==> src/sv/pl0sm_pkg.sv <==
`timescale 1ns / 1ps
package pl0sm_pkg;

    localparam int STACK_DEPTH = 2048;
    localparam int WORD_BITS   = 32;
    localparam int ADDR_BITS   = $clog2(STACK_DEPTH);
    localparam int PC_BITS     = 16;

    typedef logic [WORD_BITS-1:0] t_word;
    typedef logic [ADDR_BITS-1:0] t_addr;
    typedef logic [PC_BITS-1:0]   t_pc;

    // operations
    localparam logic [3:0] OP_BRK = 4'd0;
    localparam logic [3:0] OP_LIT = 4'd1;
    localparam logic [3:0] OP_OPR = 4'd2;
    localparam logic [3:0] OP_LOD = 4'd3;
    localparam logic [3:0] OP_STO = 4'd4;
    localparam logic [3:0] OP_CAL = 4'd5;
    localparam logic [3:0] OP_INC = 4'd6;
    localparam logic [3:0] OP_JMP = 4'd7;
    localparam logic [3:0] OP_JPC = 4'd8;
    localparam logic [3:0] OP_SIO = 4'd9;

    // ALU functions
    localparam logic [3:0] OPR_RET = 4'd0;
    localparam logic [3:0] OPR_NEG = 4'd1;
    localparam logic [3:0] OPR_ADD = 4'd2;
    localparam logic [3:0] OPR_SUB = 4'd3;
    localparam logic [3:0] OPR_MUL = 4'd4;
    localparam logic [3:0] OPR_DIV = 4'd5;
    localparam logic [3:0] OPR_ODD = 4'd6;
    localparam logic [3:0] OPR_MOD = 4'd7;
    localparam logic [3:0] OPR_EQL = 4'd8;
    localparam logic [3:0] OPR_NEQ = 4'd9;
    localparam logic [3:0] OPR_LSS = 4'd10;
    localparam logic [3:0] OPR_LEQ = 4'd11;
    localparam logic [3:0] OPR_GTR = 4'd12;
    localparam logic [3:0] OPR_GEQ = 4'd13;
    localparam int         OPR_COUNT = 14;

    // I/O codes
    localparam t_word SIO_WRITE = t_word'(1);
    localparam t_word SIO_READ  = t_word'(2);
    localparam t_word SIO_HALT  = t_word'(3);

    // run status
    localparam logic [1:0] RUN_CONT  = 2'd0;
    localparam logic [1:0] RUN_HALT  = 2'd1;
    localparam logic [1:0] RUN_PAUSE = 2'd2;
    localparam logic [1:0] RUN_ERROR = 2'd3;

    // error causes
    localparam logic [2:0] ERR_NONE    = 3'd0;
    localparam logic [2:0] ERR_STACK   = 3'd1;
    localparam logic [2:0] ERR_PC      = 3'd2;
    localparam logic [2:0] ERR_DIVZERO = 3'd3;
    localparam logic [2:0] ERR_OVFL    = 3'd4;
    localparam logic [2:0] ERR_ILLEGAL = 3'd5;
    localparam logic [2:0] ERR_UNKNOWN = 3'd6;

    function automatic logic idx_bad(input t_word x);
        return x >= t_word'(STACK_DEPTH);
    endfunction

endpackage

==> src/sv/pl0sm_div.sv <==
`timescale 1ns / 1ps
module pl0sm_div import pl0sm_pkg::*; (
    input  logic  i_clk,
    input  logic  i_rst_n,
    input  logic  i_start,
    input  t_word i_dividend,
    input  t_word i_divisor,
    output logic  o_done,
    output t_word o_quot,
    output t_word o_rem
);
    localparam int CNT_BITS = $clog2(WORD_BITS) + 1;

    logic [CNT_BITS-1:0] r_cnt;
    logic                r_busy;
    logic                r_done;
    t_word               r_q;
    t_word               r_r;
    t_word               r_d;
    logic [WORD_BITS:0]  w_trial;
    logic                w_fit;

    // shift in one dividend bit, subtract when the divisor fits
    assign w_trial = {r_r, r_q[WORD_BITS-1]};
    assign w_fit   = w_trial >= {1'b0, r_d};

    always_ff @(posedge i_clk) begin
        if (!i_rst_n) begin
            r_busy <= 1'b0;
            r_done <= 1'b0;
            r_cnt  <= '0;
        end else begin
            r_done <= 1'b0;
            if (i_start) begin
                r_busy <= 1'b1;
                r_cnt  <= CNT_BITS'(WORD_BITS);
                r_q    <= i_dividend;
                r_r    <= '0;
                r_d    <= i_divisor;
            end else if (r_busy) begin
                r_r <= w_fit ? WORD_BITS'(w_trial - {1'b0, r_d})
                             : w_trial[WORD_BITS-1:0];
                r_q <= {r_q[WORD_BITS-2:0], w_fit};
                r_cnt <= r_cnt - CNT_BITS'(1);
                if (r_cnt == CNT_BITS'(1)) begin
                    r_busy <= 1'b0;
                    r_done <= 1'b1;
                end
            end
        end
    end

    assign o_done = r_done;
    assign o_quot = r_q;
    assign o_rem  = r_r;
endmodule

==> config.mk <==
export PLATFORM = sky130hd
export DESIGN_NAME = pl0sm_div
export DESIGN_NICKNAME = d
export VERILOG_FILES = /design/src/sv/pl0sm_pkg.sv /design/src/sv/pl0sm_div.sv
export SDC_FILE = /design/constraint.sdc
export NUM_CORES = 1
export LEC_CHECK = 0
export ABC_AREA = 1
export BUFFER_PORTS_ARGS = -buffer_cell sky130_fd_sc_hd__buf_2
export CORE_AREA = 2 2 117 119
export CTS_BUF_LIST = sky130_fd_sc_hd__clkbuf_4 sky130_fd_sc_hd__clkbuf_8
export CTS_CLUSTER_DIAMETER = 120
export CTS_CLUSTER_SIZE = 40
export DETAILED_ROUTE_END_ITERATION = 8
export DIE_AREA = 0 0 119 121
export PLACE_DENSITY = 0.78
export SYNTH_ARGS = -nofsm -noshare
export SYNTH_HDL_FRONTEND = slang
export SYNTH_SLANG_ARGS = --single-unit
==> constraint.sdc <==
create_clock -name i_clk -period 2.6 [get_ports i_clk]
set_input_delay 0.13 -clock i_clk [delete_from_list [all_inputs] [get_ports i_clk]]
set_output_delay 0.13 -clock i_clk [all_outputs]
set_load 0.02 [all_outputs]
==> run summary, run 1 <==
Post-Route WL = 18.49 mm
GP Congestion = 1.022
Avg WL per Cell = 13.68 µm
syn_nets = 1085
# setup viols final = 0
H-tree depth = 3
post-synthesis async set-or-reset flop share = 0%
mean number of vias per cell = 4.852
maxcap violations = 0
number of global-route vias before repair = 6332
first-pass GRT wire length = 30.13 mm
detailed placement HPWL = 13.18 mm
Worst slew margin = 61.35%
crit path cell chain = ha_1 > nand2_1 > nand2_1 > nand2_1 > nand2_1 > nand2_1 > nand3_2 > nand2_2 > nand2_2 > nand2_4 > buf_6 > nand3b_1 > nand2_1 > nor2_1
Worst path slowest cell = edfxtp_1
Post-Syn Area = 7081 µm²
Critical Path RT = 2.75 ns
clk buf depth = 2
Die ar. = 14400 µm²
Startpoint Class = register
Hold Crit Class = input port to register
Root Buffer = clkbuf_8
I/O Buffers = 131
Max Fclk = 0.4111 GHz
Clk pin slew, worst setup/hold paths = 0.12 ns
worst IR drop on VDD = 0.0004108 V
later-pin clock latency in the skew report = 0.40 ns
library cells used by synthesis = 37
Final Hold Fails = 0
total track usage = 26.50%
CTS tree = yes
GRT overflow = 0
Primary FF master, synth = edfxtp_1
Pre-Repair DR Iteration Count = 8
pwr/cell area = 599.0 nW/µm²
Synthesis Warnings = 0
via count = 6560
clock skew = 0.01882 ns
setup tns final = 0 ns
Leak = 4.645 nW
EDFF count, synth = 96
total core area = 13090 µm²
Antenna Nets Post-Route = 0
residual DRC count = 0
Num CTS Buffers = 9
post-route cell area = 8720 µm²
RSZ-0062 raised after global routing = no
Tmin final = 2.432 ns
area of placed instances = 7933 µm²
diode count = 0
commonest non-fill, non-tap cell in the layout = nand2_1
Arr. time, crit path = 2.58 ns
Top-Level Pins = 132
Post-Synthesis Cells = 983
Crit Path Max Fanout = 17
syn_area_per_cell = 7.203 µm²
initial core utilization = 54.11%
fraction of layout cells with a size suffix above 1 = 15.90%
nets = 1273
CP delay by family, top = simple AND/OR/NAND/NOR gates
number of fill cells in the layout = 1115
Setup CP Type = register to register
chip width = 119 µm
commonest cells after routing, fill and taps aside = nand2_1 (399), inv_1 (167), buf_2 (131)
Buffers & Inverters on Critical Path = 1
register area share after synthesis = 42.98%
status = completed
Setup crit end kind = register
most used cell, CP = nand2_1
worst slew pin tran = 0.5788 ns
max incr delay on CP = 0.48 ns
std cell rows = 42
final period utilization = 93.55%
Yosys reg bits = 104
setup bufs post-CTS = 0
# clock sinks = 104
largest net degree at the start of global routing = 65
fin. max-slew vios = 0
initial antenna violation count = 0
area delta synth->final = 23.15%
Initial DRC Count = 483
Die Ht = 121 µm
-- synthesized netlist by cell type, drive strengths merged, types with 8 or more instances --
library cell	instances	area share (%)
a21oi	20	1.4
and2	10	0.88
buf	8	0.87
clkbuf	10	0.53
dfxtp	8	2.3
edfxtp	96	41
ha	34	6.0
inv	178	9.5
nand2	406	22
nand3	31	2.3
nand3b	23	2.4
nor2	119	6.8
xor2	15	1.9
-- cell type report --
type                            instances  area, µm²  share of cell area, %
Inverter                              179      679.4                  7.792
Timing Repair Buffer                  195       1296                  14.87
Tap cell                              176      220.2                  2.525
Clock buffer                            9      123.9                  1.421
Multi-Input combinational cell        682       3284                  37.67
Sequential cell                       104       3043                  34.90
Clock inverter                          7      72.57                 0.8323
-- power by group --
group / switching [W] / internal (W) / leakage, nW
combinational: 0.00131 / 0.000730 / 3.55
clock: 0.000648 / 0.000378 / 0.0970
sequential: 0.000104 / 0.00205 / 0.995
total: 0.00207 / 0.00316 / 4.65
-- final timing paths --
check,start,endpoint,slack [ns],cells after the start
hold / removal,i_dividend[11],o_quot[11],0.02,3
setup reg to reg,o_rem[1],o_rem[17],0.17,14
setup / recovery,o_rem[1],o_rem[17],0.17,14
hold reg to reg,r_cnt[1],r_cnt[1],0.55,2
-- through the flow --
step / setup WS, ns / total power, W / utilization, % / hold WS, ns / std cells
6_report: 0.1677 / 0.005223 / 66.64 / 0.01684 / 1352
5_1_grt: 0.01727 / 0.005588 / 66.64 / 0.003837 / 1352
4_1_cts: 0.1276 / 0.005216 / 66.41 / 0.001851 / 1352
3_5_place_dp: 0.1373 / 0.004123 / 60.62 / 0.3081 / 1280
3_3_place_gp: 0.1427 / 0.004106 / 60.62 / 0.3069 / 1280
2_1_floorplan: 0.2762 / 0.003614 / - / 0.2289 / 983
-- per-layer routing --
layer	vias up	track usage (%)	part of all wire, %
met5	-	0	0
met4	0	7.440	1.8
met3	22	6.203	7.9
met2	262	46.12	47
met1	2895	33.02	43
li1	3381	-	-
-- kinds of logic (layout without fill, tap and decap cells) --
logic type / count (synthesis) / count (layout) / share of synthesized area, %
XOR/XNOR: 16 / 16 / 1.979
AO/OA/AOI/OAI: 27 / 27 / 1.962
buffers and inverters: 197 / 390 / 10.92
adder cells (fa/ha/maj): 35 / 35 / 6.291
flip-flops: 104 / 104 / 42.98
AND/OR/NAND/NOR: 604 / 604 / 35.87
-- sequential cells by signal, indices dropped and copies added (netlist names) --
register  flops
o_quot       32
o_rem        32
r_d          32
r_cnt         6
o_done        1
r_busy        1
-- worst reg2reg max path: stages (launching register included) --
cell	delay, ns
edfxtp_1	0.48
ha_1	0.43
nand2_1	0.10
nand2_1	0.05
nand2_1	0.07
nand2_1	0.06
nand2_1	0.07
nand3_2	0.12
nand2_2	0.13
nand2_2	0.09
nand2_4	0.17
buf_6	0.22
nand3b_1	0.11
nand2_1	0.07
nor2_1	0.04
-- timing repair --
action                                  in CTS  in global routing
hold buffers                                56                  0
hold endpoints to repair                    56                  0
resized for setup                            0                  7
endpoints found under the setup margin       0                 24
No activity file was read; power rests on OpenSTA's default activity.
==> run 2: changes to the inputs <==
Settings changed: CORE_AREA 2 2 117 119 to 2 2 129 131, DIE_AREA 0 0 119 121 to 0 0 131 133, GPL_TIMING_DRIVEN from default to 0, PLACE_DENSITY 0.78 to 0.66.
==> run 2 against run 1 <==
  * Clock skew decreased by 0.0027 ns
  * Cell area increased by 1.5%
  * Core utilization decreased by 12 points
  * Clock power about the same
  * Combinational power increased by 2%
  * Via count decreased by 0.27%
  * Routed wire length increased by 3.5%
  * Flip-flop and latch count unchanged
  * Clock-buffer cell count increased by 1
==> run summary, run 2 (synthesized netlist as in run 1, its figures left out) <==
Setup crit end kind = register
Num CTS Buffers = 9 (unchanged)
RSZ-0062 raised after global routing = no
worst slew pin tran = 0.8877 ns (+0.3089 ns)
detailed placement HPWL = 14.50 mm (+10%)
fin. max-slew vios = 0 (unchanged)
pwr/cell area = 598.6 nW/µm² (about the same)
max incr delay on CP = 0.43 ns (-0.05 ns)
Clk pin slew, worst setup/hold paths = 0.12 ns (about the same)
Startpoint Class = register
number of fill cells in the layout = 1571 (+41%)
total track usage = 22.95% (-3.6 points)
multi-input gate area in the final layout = 3358 µm² (+2.2%)
initial antenna violation count = 0 (unchanged)
later-pin clock latency in the skew report = 0.40 ns (about the same)
final period utilization = 94.22% (+0.68 points)
Place WS = 0.03664 ns (-0.1006 ns)
Hold Crit Class = input port to register
Avg WL per Cell = 13.64 µm (-0.31%)
fraction of layout cells with a size suffix above 1 = 16.81% (+0.91 points)
Top-Level Pins = 132 (unchanged)
Arr. time, crit path = 2.60 ns (+0.02 ns)
Seq. cell area = 3043 µm² (unchanged)
Die ar. = 17420 µm² (+21%)
maxcap violations = 0 (unchanged)
Setup CP Type = register to register
clk buf depth = 2 (unchanged)
R2R depth = 13 (-1)
commonest non-fill, non-tap cell in the layout = nand2_1
Tmin final = 2.450 ns (+0.01756 ns)
Crit Path Max Fanout = 10 (-7)
commonest cells after routing, fill and taps aside = nand2_1 (399), inv_1 (166), buf_2 (132)
crit path cell chain = ha_1 > nand2_1 > nor2_2 > nand2_1 > nor2_2 > nand2_1 > nand2_2 > nor2_8 > nand2_8 > inv_4 > buf_6 > nor2_1 > nor2_1
std cell rows = 47 (+12%)
area delta synth->final = 25.00%
Root Buffer = clkbuf_8
total core area = 16170 µm² (+24%)
worst setup margin = 0.1502 ns (-0.01756 ns)
area of placed instances = 8014 µm² (+1.0%)
worst IR drop on VDD = 0.0003121 V (-24%)
largest net degree at the start of global routing = 65 (unchanged)
via count = 6542 (-0.27%)
number of global-route vias before repair = 6291 (-0.65%)
Worst slew margin = 40.82% (-21 points)
I/O Buffers = 130 (-0.76%)
Max Fclk = 0.4082 GHz (-0.72%)
H-tree depth = 3 (unchanged)
GRT overflow = 0 (unchanged)
most used cell, CP = nand2_1
first-pass GRT wire length = 30.95 mm (+2.7%)
residual DRC count = 0 (unchanged)
Antenna Nets Post-Route = 0 (unchanged)
mean number of vias per cell = 4.660 (-4.0%)
diode count = 0 (unchanged)
post-route cell area = 8851 µm² (+1.5%)
clock skew = 0.01609 ns (-0.002731 ns)
chip width = 131 µm (+10%)
# setup viols final = 0 (unchanged)
status = completed
Initial DRC Count = 369 (-24%)
# clock sinks = 104 (unchanged)
Die Ht = 133 µm (+9.9%)
Pre-Repair DR Iteration Count = 6 (-2)
nets = 1281 (+0.63%)
CTS tree = yes
Leak = 4.646 nW (about the same)
worst hold stages = 3 (unchanged)
GP Congestion = 0.8998 (-12%)
Worst path slowest cell = edfxtp_1
initial core utilization = 43.78% (-10 points)
Post-Route WL = 19.15 mm (+3.5%)
Critical Path RT = 2.75 ns (about the same)
Final Hold Fails = 0 (unchanged)
[run 2: cell count changes in the layout (fill, tap and decap cells not counted), sizes merged]
cell / previous run / this run
inv: 182 / 180
buf: 139 / 138
clkinv: 3 / 5
clkinvlp: 1 / 0
dlygate4sd3: 56 / 53
clkbuf: 9 / 22
[run 2: layout make-up]
type / count / share of cell area (%)
flip-flops and latches: 104 / 34.38
clock buffers: 10 / 1.555
repair buffers: 185 / 13.51
inverters: 179 / 7.619
plain buffers: 18 / 1.173
well taps: 220 / 3.110
multi-input cells: 682 / 37.94
clock inverters: 6 / 0.7068
[run 2: worst paths after layout]
check                start          to  slack, ns
max              o_rem[18]   o_rem[17]       0.15
min          i_dividend[6]   o_quot[6]       0.02
max reg2reg      o_rem[18]   o_rem[17]       0.15
min reg2reg     o_quot[20]  o_quot[21]       0.55
[run 2: worst max-delay path, delay by kind of cell (launching register included)]
kind                       cells  cell delay, ns
buffers and inverters          2            0.22
and+or+nand+nor               10            1.15
DFF                            1            0.43
adders and majority gates      1            0.41
[run 2: timing repair]
| action | CTS | global route |
|---|---|---|
| setup endpoints to repair | 1 | 22 |
| setup buffers | 0 | 2 |
| pin swaps | 0 | 0 |
| hold endpoints to repair | 53 | 0 |
| gates resized for setup | 1 | 17 |
| hold buffers | 53 | 0 |
[run 2: metal layers]
metal | GRT usage (%) | vias up | part of all wire, %
li1 | - | 3399 | -
met2 | 38.00 | 172 | 47
met3 | 4.529 | 21 | 5.9
met1 | 29.98 | 2950 | 45
met4 | 7.506 | 0 | 1.6
met5 | 0 | - | 0
[run 2: where the power goes]
part	total [W]	switching [W]	internal [W]
clock network	0.00105	0.000651	0.000398
registers	0.00216	0.000104	0.00205
logic	0.00209	0.00133	0.000761
[run 2: per-stage QoR]
step	hold WS (ns)	TNS, ns	power (W)	utilization [%]	cells
final	0.01835	0	0.005298	54.73	1404
after detailed placement	0.3081	0	0.004167	49.56	1333
after global placement	0.3068	-38.97	0.004154	49.51	1333
after CTS	0.003974	0	0.005271	54.09	1402
after global routing	0.01188	0	0.005694	54.73	1404
after floorplan	0.2289	0	0.003614	-	983
==> run 3: changes to the inputs <==
Settings changed: CORE_AREA 2 2 129 131 to 2 2 114 116, DIE_AREA 0 0 131 133 to 0 0 116 118, PLACE_DENSITY 0.66 to 0.82.
==> run 3 against run 2 <==
  * Clock-buffer cell count unchanged
  * Critical path depth shrank 2
  * Sequential power about the same
  * Flip-flop and latch count unchanged
  * Power shrank 2.2%
  * Worst setup slack improved by 0.033 ns
  * Die area decreased by 21%
  * First-iteration DRC count rose by 10%
  * Sequential share of layout area up 0.84 points
  * Critical endpoint is now o_rem[28]
  * Largest power group unchanged
==> run summary, run 3 (synthesized netlist as in run 1, its figures left out) <==
clk buf depth = 2 (unchanged)
crit path cell chain = ha_1 > a21oi_1 > and2_1 > nor2_1 > nor2_2 > nand2_2 > nor2_8 > buf_2 > nand3b_1 > nand2_1 > nor2_1
Hold Crit Class = input port to register
CP endpoint = o_rem[28]
fraction of layout cells with a size suffix above 1 = 16.92% (+0.12 points)
Buffers & Inverters on Critical Path = 1 (-1)
crit path from = o_rem[27]
R2R depth = 11 (-2)
number of global-route vias before repair = 6147 (-2.3%)
status = completed
CTS tree = yes
Root Buffer = clkbuf_8
most used cell, CP = nor2_1
diode count = 0 (unchanged)
Critical Path RT = 2.74 ns (about the same)
Initial DRC Count = 406 (+10%)
worst slew pin tran = 0.8610 ns (-0.02666 ns)
Top-Level Pins = 132 (unchanged)
I/O Buffers = 130 (unchanged)
GP Congestion = 0.9704 (+7.8%)
total track usage = 27.07% (+4.1 points)
worst IR drop on VDD = 0.0003713 V (+19%)
commonest non-fill, non-tap cell in the layout = nand2_1
Num CTS Buffers = 9 (unchanged)
Antenna Nets Post-Route = 0 (unchanged)
Clk pin slew, worst setup/hold paths = 0.10 ns (-0.02 ns)
chip width = 116 µm (-11%)
Critical Path Stages = 11 (-2)
largest net degree at the start of global routing = 65 (unchanged)
RSZ-0062 raised after global routing = no
Setup CP Type = register to register
post-route cell area = 8641 µm² (-2.4%)
via count = 6542 (unchanged)
Die Ht = 118 µm (-11%)
area delta synth->final = 22.04%
Worst slew margin = 42.60% (+1.8 points)
worst r2r dst = o_rem[28]
residual DRC count = 0 (unchanged)
clock skew = 0.01105 ns (-0.005045 ns)
total core area = 12410 µm² (-23%)
Crit Path Max Fanout = 10 (unchanged)
maxcap violations = 0 (unchanged)
Die ar. = 13690 µm² (-21%)
Place WS = 0.1355 ns (+0.09886 ns)
R2R Path Start = o_rem[27]
Avg WL per Cell = 13.55 µm (-0.62%)
Max Fclk = 0.4138 GHz (+1.4%)
Power, Total = 0.005182 W (-2.2%)
R2R setup slack = 0.18 ns (+0.03 ns)
nets = 1267 (-1.1%)
final core utilization = 69.60% (+15 points)
# setup viols final = 0 (unchanged)
worst setup margin = 0.1837 ns (+0.03347 ns)
std cell rows = 41 (-13%)
GRT overflow = 0 (unchanged)
initial core utilization = 57.03% (+13 points)
Tmin final = 2.416 ns (-0.03347 ns)
later-pin clock latency in the skew report = 0.39 ns (about the same)
fin. max-slew vios = 0 (unchanged)
max incr delay on CP = 0.44 ns (about the same)
Startpoint Class = register
mean number of vias per cell = 4.875 (+4.6%)
Setup crit end kind = register
Final Hold Fails = 0 (unchanged)
setup tns final = 0 ns (unchanged)
commonest cells after routing, fill and taps aside = nand2_1 (398), inv_1 (166), buf_2 (133)
Pre-Repair DR Iteration Count = 5 (-1)
Arr. time, crit path = 2.56 ns (-0.04 ns)
initial antenna violation count = 0 (unchanged)
# clock sinks = 104 (unchanged)
detailed placement HPWL = 13.69 mm (-5.6%)
Worst path slowest cell = edfxtp_1
pwr/cell area = 599.7 nW/µm² (+0.20%)
CP delay by family, top = simple AND/OR/NAND/NOR gates
area of placed instances = 7954 µm² (-0.75%)
Post-Route WL = 18.19 mm (-5.0%)
Leak = 4.585 nW (-1.3%)
H-tree depth = 3 (unchanged)
final period utilization = 92.94% (-1.3 points)
first-pass GRT wire length = 28.86 mm (-6.7%)
run 3: area by class of cell:
cell class | instances | area [µm²]
Timing Repair Buffer | 171 | 1076
Fill cell | 1060 | 3774
Buffer | 18 | 101.3
Clock buffer | 10 | 131.4
Multi-Input combinational cell | 682 | 3358
Inverter | 179 | 674.4
Clock inverter | 6 | 41.29
Tap cell | 172 | 215.2
Sequential cell | 104 | 3043
run 3: report_power, final:
group / leakage (nW) / total, W / switching (W) / internal [W]
clock network: 0.0942 / 0.000954 / 0.000590 / 0.000364
registers: 0.995 / 0.00216 / 0.000106 / 0.00205
logic: 3.50 / 0.00207 / 0.00132 / 0.000746
total: 4.59 / 0.00518 / 0.00202 / 0.00316
run 3: repair_timing:
action | 4_1_cts | 5_1_grt
buffers inserted | 0 | 1
endpoints found under the hold margin | 39 | 0
resized for setup | 0 | 16
hold buffers | 39 | 0
setup endpoints to repair | 0 | 23
run 3: routing by layer:
layer,routed length (µm),track usage [%],vias to the layer above
li1,-,-,3373
met1,7734,34.58,2891
met2,8702,45.47,248
met3,1319,5.767,30
met4,430,8.854,0
met5,0,0,-
run 3: per-stage QoR:
| step | cells | hold WS, ns |
|---|---|---|
| after floorplan | 983 | 0.2289 |
| after global placement | 1285 | 0.3065 |
| after detailed placement | 1285 | 0.3082 |
| after CTS | 1340 | 0.00008452 |
| after global routing | 1342 | 0.01064 |
| final | 1342 | 0.01407 |
run 3: how the worst min path moves through the flow:
stage,from,to,cells past startpoint
final,i_dividend[15],o_quot[15],3
after CTS,i_dividend[24],o_quot[24],3
after floorplan,i_divisor[0],r_d[0],0
after detailed placement,i_divisor[30],r_d[30],1
after global placement,i_divisor[23],r_d[23],1
after global routing,i_dividend[17],o_quot[17],3
run 3: worst register-to-register path: cells and delay by family, from the launching register on:
family	cells	cell delay, ns
fa+ha+maj	1	0.38
simple gates	8	0.86
flops	1	0.44
compound gates	1	0.22
buf+inv	1	0.28
